**src/rtl/pds_pkg.sv**
```systemverilog
package pds_pkg;

	// Microseconds in one second, wide enough for sums that run past it
	localparam logic [20:0] USEC_PER_SEC = 21'd1000000;

	// Configuration register indexes
	localparam logic CFG_INTERVAL_SEC  = 1'b0;
	localparam logic CFG_INTERVAL_USEC = 1'b1;

	// Request payload
	typedef struct packed {
		logic [31:0] now_sec;
		logic [19:0] now_usec;
	} req_t;

	// Response payload
	typedef struct packed {
		logic        status;
		logic        missed;
		logic [31:0] next_sec;
		logic [19:0] next_usec;
		logic [31:0] wait_sec;
		logic [19:0] wait_usec;
	} rsp_t;

	// Controller states
	typedef enum logic [2:0] {
		S_IDLE,
		S_EVAL,
		S_DIV,
		S_FIN,
		S_RESP
	} state_t;

	// Controller to datapath
	typedef struct packed {
		logic load_now;
		logic eval;
		logic fin;
		logic resp_load;
	} cmd_t;

	// Datapath to controller
	typedef struct packed {
		logic invalid;
		logic miss;
		logic div_done;
		logic out_busy;
	} sts_t;

endpackage

```
**src/rtl/pds_ifs.sv**
```systemverilog
interface pds_req_if import pds_pkg::*; ();
	logic valid;
	logic ready;
	req_t data;

	modport source (output valid, output data, input ready);
	modport sink (input valid, input data, output ready);
endinterface

interface pds_rsp_if import pds_pkg::*; ();
	logic valid;
	logic ready;
	rsp_t data;

	modport source (output valid, output data, input ready);
	modport sink (input valid, input data, output ready);
endinterface

```
**src/rtl/periodic_deadline_scheduler_unit.sv**
```systemverilog
// Periodic deadline scheduler. Each request transaction carries the current time; the block
// moves its stored deadline on by the configured interval and answers with the deadline and
// the time left until it. When there is no deadline yet or the moved one already lies in the
// past, the deadline is set anew by rounding the seconds and microseconds up to the next
// multiple of their interval part, and the response is flagged as missed. An interval that
// is zero or has 1000000 microseconds or more gives status 1 and leaves the deadline alone.
// After a request is accepted the controller passes through S_EVAL, S_FIN and S_RESP, where
// the response register is loaded once the previous response has been taken; an invalid
// interval skips S_FIN, and after a miss S_DIV waits for the two bit-per-cycle remainder
// units, of which the 32-bit seconds unit is the longer. The next request can be accepted
// in the cycle after the response register is loaded, while that response still waits there.
module periodic_deadline_scheduler_unit import pds_pkg::*; (
	input  logic        clk,
	input  logic        arst_n,
	pds_req_if.sink     req,
	pds_rsp_if.source   rsp,
	input  logic        cfg_we,
	input  logic        cfg_idx,
	input  logic [31:0] cfg_wdata
);

	cmd_t cmd;
	sts_t sts;

	// Sequencer
	pds_ctrl u_ctrl (
		.clk       (clk),
		.arst_n    (arst_n),
		.req_valid (req.valid),
		.req_ready (req.ready),
		.cmd       (cmd),
		.sts       (sts)
	);

	// Arithmetic, state and response register
	pds_dpath u_dpath (
		.clk       (clk),
		.arst_n    (arst_n),
		.cmd       (cmd),
		.sts       (sts),
		.req_data  (req.data),
		.rsp_data  (rsp.data),
		.rsp_valid (rsp.valid),
		.rsp_ready (rsp.ready),
		.cfg_we    (cfg_we),
		.cfg_idx   (cfg_idx),
		.cfg_wdata (cfg_wdata)
	);

endmodule

```
**src/rtl/pds_rdiv.sv**
```systemverilog
module pds_rdiv #(
	parameter int W = 32
) (
	input  logic         clk,
	input  logic         arst_n,
	input  logic         start,
	input  logic [W-1:0] dividend,
	input  logic [W-1:0] divisor,
	output logic [W-1:0] rem,
	output logic         done
);

	localparam int CW = $clog2(W + 1);

	logic [CW-1:0] cnt_q;
	logic [W-1:0]  dvd_q;
	logic [W-1:0]  rem_q;
	logic [W:0]    trial;
	logic [W-1:0]  rem_nxt;

	// Shift in one dividend bit and subtract where the divisor fits
	always_comb begin
		trial = {rem_q, dvd_q[W-1]};
		if (trial >= {1'b0, divisor}) begin
			rem_nxt = W'(trial - {1'b0, divisor});
		end else begin
			rem_nxt = trial[W-1:0];
		end
	end

	// Count the remaining steps
	always_ff @(posedge clk or negedge arst_n) begin
		if (!arst_n) begin
			cnt_q <= '0;
		end else if (start) begin
			cnt_q <= CW'(W);
		end else if (cnt_q != '0) begin
			cnt_q <= cnt_q - 1'b1;
		end
	end

	// Hold the partial remainder and the unused dividend bits
	always_ff @(posedge clk) begin
		if (start) begin
			dvd_q <= dividend;
			rem_q <= '0;
		end else if (cnt_q != '0) begin
			dvd_q <= {dvd_q[W-2:0], 1'b0};
			rem_q <= rem_nxt;
		end
	end

	assign rem  = rem_q;
	assign done = (cnt_q == '0);

endmodule

```
**src/rtl/pds_dpath.sv**
```systemverilog
module pds_dpath import pds_pkg::*; (
	input  logic        clk,
	input  logic        arst_n,
	input  cmd_t        cmd,
	output sts_t        sts,
	input  req_t        req_data,
	output rsp_t        rsp_data,
	output logic        rsp_valid,
	input  logic        rsp_ready,
	input  logic        cfg_we,
	input  logic        cfg_idx,
	input  logic [31:0] cfg_wdata
);

	logic [31:0] isec_q;
	logic [19:0] iusec_q;
	logic [31:0] dl_s_q;
	logic [19:0] dl_u_q;
	logic [31:0] now_s_q;
	logic [19:0] now_u_q;
	logic [31:0] adv_s_q;
	logic [20:0] adv_u_q;
	logic        miss_q;
	logic        inval_q;
	logic [31:0] ds_q;
	logic [19:0] du_q;
	rsp_t        rsp_q;
	logic        out_valid_q;

	logic [31:0] rem_s;
	logic [19:0] rem_u;
	logic        done_s;
	logic        done_u;

	logic        inval;
	logic [31:0] adv_s;
	logic [20:0] adv_u;
	logic        miss;
	logic [31:0] sel_s;
	logic [20:0] sel_u;
	logic        carry_d;
	logic [31:0] ds_nxt;
	logic [20:0] du_nxt;
	logic        gt;
	logic [31:0] ws0;
	logic [20:0] du_up;
	logic [20:0] wu0;
	logic        carry_w;
	logic [31:0] ws;
	logic [20:0] wu;
	rsp_t        rsp_nxt;

	// Remainders of the current time by each interval part
	pds_rdiv #(.W(32)) u_div_sec (
		.clk      (clk),
		.arst_n   (arst_n),
		.start    (cmd.load_now),
		.dividend (req_data.now_sec),
		.divisor  (isec_q),
		.rem      (rem_s),
		.done     (done_s)
	);

	pds_rdiv #(.W(20)) u_div_usec (
		.clk      (clk),
		.arst_n   (arst_n),
		.start    (cmd.load_now),
		.dividend (req_data.now_usec),
		.divisor  (iusec_q),
		.rem      (rem_u),
		.done     (done_u)
	);

	// Check the interval, advance a set deadline by one period and detect a miss
	always_comb begin
		inval = ((isec_q == '0) && (iusec_q == '0)) || ({1'b0, iusec_q} >= USEC_PER_SEC);
		if (dl_s_q != '0) begin
			adv_s = dl_s_q + isec_q;
			adv_u = {1'b0, dl_u_q} + {1'b0, iusec_q};
		end else begin
			adv_s = dl_s_q;
			adv_u = {1'b0, dl_u_q};
		end
		miss = (adv_s == '0) || (adv_s < now_s_q) ||
		       ((adv_s == now_s_q) && (adv_u < {1'b0, now_u_q}));
	end

	// Take the advanced deadline, or round up to the next multiple after a miss, then carry into seconds
	always_comb begin
		if (!miss_q) begin
			sel_s = adv_s_q;
		end else if (isec_q != '0) begin
			sel_s = now_s_q - rem_s + isec_q;
		end else begin
			sel_s = now_s_q;
		end
		if (!miss_q) begin
			sel_u = adv_u_q;
		end else if (iusec_q != '0) begin
			sel_u = {1'b0, now_u_q} - {1'b0, rem_u} + {1'b0, iusec_q};
		end else begin
			sel_u = '0;
		end
		carry_d = (sel_u >= USEC_PER_SEC);
		ds_nxt  = sel_s + {31'd0, carry_d};
		du_nxt  = carry_d ? (sel_u - USEC_PER_SEC) : sel_u;
	end

	// Time left until the deadline
	always_comb begin
		gt    = (ds_q > now_s_q);
		du_up = {1'b0, du_q} + USEC_PER_SEC;
		if (gt) begin
			ws0 = ds_q - now_s_q - 32'd1;
			wu0 = (du_up >= {1'b0, now_u_q}) ? (du_up - {1'b0, now_u_q}) : '0;
		end else begin
			ws0 = '0;
			wu0 = (du_q >= now_u_q) ? {1'b0, du_q - now_u_q} : '0;
		end
		carry_w = (wu0 >= USEC_PER_SEC);
		ws      = ws0 + {31'd0, carry_w};
		wu      = carry_w ? (wu0 - USEC_PER_SEC) : wu0;

		rsp_nxt = '0;
		if (inval_q) begin
			rsp_nxt.status = 1'b1;
		end else begin
			rsp_nxt.missed    = miss_q;
			rsp_nxt.next_sec  = ds_q;
			rsp_nxt.next_usec = du_q;
			rsp_nxt.wait_sec  = ws;
			rsp_nxt.wait_usec = wu[19:0];
		end
	end

	// Configuration and deadline state
	always_ff @(posedge clk or negedge arst_n) begin
		if (!arst_n) begin
			isec_q  <= 32'd1;
			iusec_q <= '0;
			dl_s_q  <= '0;
			dl_u_q  <= '0;
		end else begin
			if (cfg_we) begin
				unique case (cfg_idx)
					CFG_INTERVAL_SEC:  isec_q  <= cfg_wdata;
					CFG_INTERVAL_USEC: iusec_q <= cfg_wdata[19:0];
					default:           ;
				endcase
			end
			if (cmd.fin) begin
				dl_s_q <= ds_nxt;
				dl_u_q <= du_nxt[19:0];
			end
		end
	end

	// Output register flag
	always_ff @(posedge clk or negedge arst_n) begin
		if (!arst_n) begin
			out_valid_q <= 1'b0;
		end else if (cmd.resp_load) begin
			out_valid_q <= 1'b1;
		end else if (rsp_ready) begin
			out_valid_q <= 1'b0;
		end
	end

	// Working registers of the current transaction
	always_ff @(posedge clk) begin
		if (cmd.load_now) begin
			now_s_q <= req_data.now_sec;
			now_u_q <= req_data.now_usec;
		end
		if (cmd.eval) begin
			adv_s_q <= adv_s;
			adv_u_q <= adv_u;
			miss_q  <= miss;
			inval_q <= inval;
		end
		if (cmd.fin) begin
			ds_q <= ds_nxt;
			du_q <= du_nxt[19:0];
		end
		if (cmd.resp_load) begin
			rsp_q <= rsp_nxt;
		end
	end

	assign sts.invalid  = inval;
	assign sts.miss     = miss;
	assign sts.div_done = done_s && done_u;
	assign sts.out_busy = out_valid_q && !rsp_ready;

	assign rsp_data  = rsp_q;
	assign rsp_valid = out_valid_q;

endmodule

```
**src/rtl/pds_ctrl.sv**
```systemverilog
module pds_ctrl import pds_pkg::*; (
	input  logic clk,
	input  logic arst_n,
	input  logic req_valid,
	output logic req_ready,
	output cmd_t cmd,
	input  sts_t sts
);

	state_t state_q;
	state_t state_nxt;

	// Next state
	always_comb begin
		state_nxt = state_q;
		unique case (state_q)
			S_IDLE: begin
				if (req_valid) begin
					state_nxt = S_EVAL;
				end
			end
			S_EVAL: begin
				priority if (sts.invalid) begin
					state_nxt = S_RESP;
				end else if (sts.miss) begin
					state_nxt = S_DIV;
				end else begin
					state_nxt = S_FIN;
				end
			end
			S_DIV: begin
				if (sts.div_done) begin
					state_nxt = S_FIN;
				end
			end
			S_FIN: begin
				state_nxt = S_RESP;
			end
			S_RESP: begin
				if (!sts.out_busy) begin
					state_nxt = S_IDLE;
				end
			end
			default: begin
				state_nxt = S_IDLE;
			end
		endcase
	end

	// Outputs
	always_comb begin
		cmd       = '0;
		req_ready = 1'b0;
		unique case (state_q)
			S_IDLE: begin
				req_ready    = 1'b1;
				cmd.load_now = req_valid;
			end
			S_EVAL: begin
				cmd.eval = 1'b1;
			end
			S_DIV: begin
			end
			S_FIN: begin
				cmd.fin = 1'b1;
			end
			S_RESP: begin
				cmd.resp_load = !sts.out_busy;
			end
			default: begin
			end
		endcase
	end

	// State register
	always_ff @(posedge clk or negedge arst_n) begin
		if (!arst_n) begin
			state_q <= S_IDLE;
		end else begin
			state_q <= state_nxt;
		end
	end

endmodule
```
**src/flat_wrapper.sv**
```systemverilog
// flat-port wrapper written by rule: the top's interface ports become plain ports
module periodic_deadline_scheduler_unit_flat import pds_pkg::*;
  (clk, arst_n, cfg_we, cfg_idx, cfg_wdata, req_valid, req_data, req_ready, rsp_valid, rsp_data, rsp_ready);
  pds_req_if req_i ();
  pds_rsp_if rsp_i ();
  input  logic clk;
  input  logic arst_n;
  input  logic cfg_we;
  input  logic cfg_idx;
  input  logic [31:0] cfg_wdata;
  input wire logic [$bits(req_i.valid)-1:0] req_valid;
  input wire logic [$bits(req_i.data)-1:0] req_data;
  output wire logic [$bits(req_i.ready)-1:0] req_ready;
  output wire logic [$bits(rsp_i.valid)-1:0] rsp_valid;
  output wire logic [$bits(rsp_i.data)-1:0] rsp_data;
  input wire logic [$bits(rsp_i.ready)-1:0] rsp_ready;
  assign req_i.valid = req_valid;
  assign req_i.data = req_data;
  assign req_ready = req_i.ready;
  assign rsp_valid = rsp_i.valid;
  assign rsp_data = rsp_i.data;
  assign rsp_i.ready = rsp_ready;
  periodic_deadline_scheduler_unit u_core (.clk(clk), .arst_n(arst_n), .req(req_i), .rsp(rsp_i), .cfg_we(cfg_we), .cfg_idx(cfg_idx), .cfg_wdata(cfg_wdata));
endmodule
```
**config.mk**
```make
export PLATFORM = sky130hd
export DESIGN_NAME = periodic_deadline_scheduler_unit_flat
export DESIGN_NICKNAME = d
export VERILOG_FILES = /design/src/rtl/pds_pkg.sv /design/src/rtl/pds_ifs.sv /design/src/rtl/periodic_deadline_scheduler_unit.sv /design/src/rtl/pds_rdiv.sv /design/src/rtl/pds_dpath.sv /design/src/rtl/pds_ctrl.sv /design/src/flat_wrapper.sv
export SDC_FILE = /design/constraint.sdc
export NUM_CORES = 2
export LEC_CHECK = 0
export BUFFER_PORTS_ARGS = -buffer_cell sky130_fd_sc_hd__buf_2
export CAP_MARGIN = 20
export CORE_UTILIZATION = 60
export CTS_CLUSTER_SIZE = 8
export DETAILED_ROUTE_END_ITERATION = 7
export GPL_ROUTABILITY_DRIVEN = 0
export HOLD_SLACK_MARGIN = 0.03
export PLACE_DENSITY = 0.87
export RECOVER_POWER = 25
export SYNTH_ARGS = -nofsm -noshare
export SYNTH_HDL_FRONTEND = slang
export SYNTH_SLANG_ARGS = --single-unit
```
**constraint.sdc**
```tcl
create_clock -name clk -period 11.4 [get_ports clk]
set_clock_uncertainty 0.15 [all_clocks]
set_input_delay 0.57 -clock clk [delete_from_list [all_inputs] [get_ports clk]]
set_output_delay 0.57 -clock clk [all_outputs]
set_load 0.1 [all_outputs]
```
==> metrics.txt <==
Final period util ~70%; root buffer cell clkbuf_16; Starting Density a little over 60%; relative slew slack -134%; CP Capture Type flop; Yosys Warn Count 0; met3 wire length ~14 mm; Worst-path clk slew 0.05 ns; Worst Tran Pin Value 3.51 ns; IO Pins around 200; H-tree depth 3; synth top area cells edfxtp_1, ha_1, dfrtp_1, nand2_1, xnor2_1; Post-Syn Area 36100 um^2; number of max-cap violations 6; WS Path Type reg2reg; vias 32409; Setup crit start kind flop; most area-hungry cell type in the Yosys netlist edfxtp_1; Setup TNS 0 ns; Initial DRT Pass Iterations 8; CP max FO 14; CTS Sinks between 400 and 500; Most used DFF post-synth edfxtp_1; drt initial violations 4676; fmax roughly 120 MHz; clk buf depth 3; hold_buf cts 29; detailed-route DRC error count 19; Mean Syn Cell Area 9.16 um^2; initial antenna violation count 0; area share of the largest cell type after synthesis between 20% and 30%; Post-synth EDFFs 317; r2r setup slk 3.21 ns; met2 WL 44.3 mm; failing checks DRC, capacitance limit, slew limit; max-slew violations 351; Nets roughly 4600; ys async rst share between 20 and 25%; clock latency on the worst-skew pair 0.60 ns; unrepaired setup endpoints after global routing no; Die Ht 247 um; WL/cell between 20 and 25 um; Yosys reg bits between 400 and 500; CTS resizes 0; slowest CP cell nor2_1; first-pass GRT wire length about 160 mm; Req. time, crit path roughly 12 ns; Commonest cells post-synth nand2_1, edfxtp_1, inv_1; post-DP HPWL ~79 mm; std cell rows 89; fin crit period 8.19 ns; grt total ovfl 0; Inserted Clock Buffers ~70; largest net degree at the start of global routing 84; DR vias/cell 6.52; chip width around 250 um; Tot GR Track Use approximately a third; status finished, violations left; count of final setup violators 0; layout cells sized above 1 8.89%; Port Buffers roughly 200; Synth Instances slightly below 4000; synthesis-to-layout area growth 10.8%; register area share after synthesis between 30% and 40%; final hold violations 0; CTS tree done; ANT cells 0; post-route ant nets 0; most common cell in the netlist nand2_1; Net Count, Synth between 4000 and 5000; Hold Path Class in2reg; Setup Buffers After CTS 0; Core Box Area 59200 um^2; Worst path most repeated cell ha_1; WP data arrival around 8.4 ns; library cells used by synthesis 100; vias in the first global route a little under 30000; max layer used met4; Routed WL 106 mm; Worst path max stage delay about 0.64 ns; met1 wire length 43.3 mm; Die ar. about 60000 um^2
[worst max-delay path: cells and delay by family, from the launching register on]
kind / cells / cell delay (ns)
compound gates: 7 / 1.78
xor+xnor: 1 / 0.12
fa+ha+maj: 4 / 1.07
buf+inv: 2 / 0.34
flops: 1 / 0.43
mux: 1 / 0.30
simple gates: 14 / 3.74
[kinds of logic (layout without fill, tap and decap cells)]
| kind of cell | Yosys count | after routing | share of synthesized area [%] |
|---|---|---|---|
| flops | 488 | 488 | 37.5 |
| compound gates | 991 | 991 | 18.2 |
| mux | 84 | 84 | 2.54 |
| simple gates | 1379 | 1379 | 18.7 |
| buf+inv | 442 | 692 | 4.77 |
| fa+ha+maj | 343 | 343 | 13.1 |
| xor+xnor | 219 | 219 | 5.31 |
[worst paths after layout]
kind                                                     from                                  to  depth (start not counted)
setup / recovery                       u_core.u_dpath.du_q[6]         u_core.u_dpath.rsp_data[51]                         29
hold / removal                                  cfg_wdata[29]           u_core.u_dpath.isec_q[29]                          3
setup reg to reg                       u_core.u_dpath.du_q[6]         u_core.u_dpath.rsp_data[51]                         29
hold reg to reg            u_core.u_dpath.u_div_sec.dvd_q[16]  u_core.u_dpath.u_div_sec.dvd_q[17]                          2
max in group asynchronous                              arst_n           u_core.u_dpath.isec_q[10]                          3
min in group asynchronous                              arst_n           u_core.u_dpath.dl_s_q[31]                          2
[placed cells by master (no fill, tap or decap), drive strengths merged, types with 46 or more instances in the layout]
cell    Yosys  final
o21ai     220    220
inv       310    314
buf        32    166
fa         57     57
dfxtp      52     52
nor2      270    270
a21oi     217    217
nand2     482    482
dfrtp     118    118
nand3      91     91
xnor2     136    136
nand4      49     49
nor3       94     94
and3       46     46
xor2       83     83
edfxtp    317    317
a211oi     61     61
a21o      107    107
a31oi      65     65
clkbuf     98    180
mux2       62     62
nor2b      92     92
ha        286    286
[sequential cells by signal, indices dropped and copies added (netlist names)]
register                         count
u_core.u_ctrl.state_q                3
u_core.u_dpath.adv_s_q              32
u_core.u_dpath.adv_u_q              21
u_core.u_dpath.dl_s_q               32
u_core.u_dpath.dl_u_q               20
u_core.u_dpath.ds_q                 32
u_core.u_dpath.du_q                 20
u_core.u_dpath.inval_q               1
u_core.u_dpath.isec_q               32
u_core.u_dpath.iusec_q              20
u_core.u_dpath.miss_q                1
u_core.u_dpath.now_s_q              32
u_core.u_dpath.now_u_q              20
u_core.u_dpath.rsp_data            106
u_core.u_dpath.rsp_valid             1
u_core.u_dpath.u_div_sec.cnt_q       6
u_core.u_dpath.u_div_sec.dvd_q      32
u_core.u_dpath.u_div_sec.rem        32
u_core.u_dpath.u_div_usec.cnt_q      5
u_core.u_dpath.u_div_usec.dvd_q     20
u_core.u_dpath.u_div_usec.rem       20
[layout make-up]
class                           count  area (um^2)
Clock inverter                      5         47.5
Clock buffer                      125         2010
Fill cell                        4480        19200
Inverter                          312         1170
Sequential cell                   488        13500
Timing Repair Buffer              250         1390
Tap cell                          773          967
Multi-Input combinational cell   3016        20900
[routing by layer]
layer | track usage [%] | vias up
met5 | 0 | -
met4 | 14.0 | 0
met3 | 8.22 | 316
met2 | 49.4 | 2099
met1 | 49.0 | 15263
li1 | - | 14731
[through the flow]
stage / cell area (um^2) / hold WS, ns / instances / worst slack [ns] / utilization, %
2_1_floorplan: 36100 / 0.124 / 3946 / 4.58 / -
3_3_place_gp: 37800 / 0.343 / 4808 / 3.74 / 63.7
3_5_place_dp: 37800 / 0.349 / 4808 / 3.41 / 63.7
4_1_cts: 40100 / 0.0306 / 4967 / 3.37 / 67.7
5_1_grt: 40100 / 0.0381 / 4969 / 2.61 / 67.6
6_report: 40100 / 0.0328 / 4969 / 3.21 / 67.6
Power is not shown: default switching activity piles up to over one toggle a cycle in this logic, so the estimate is an artifact.
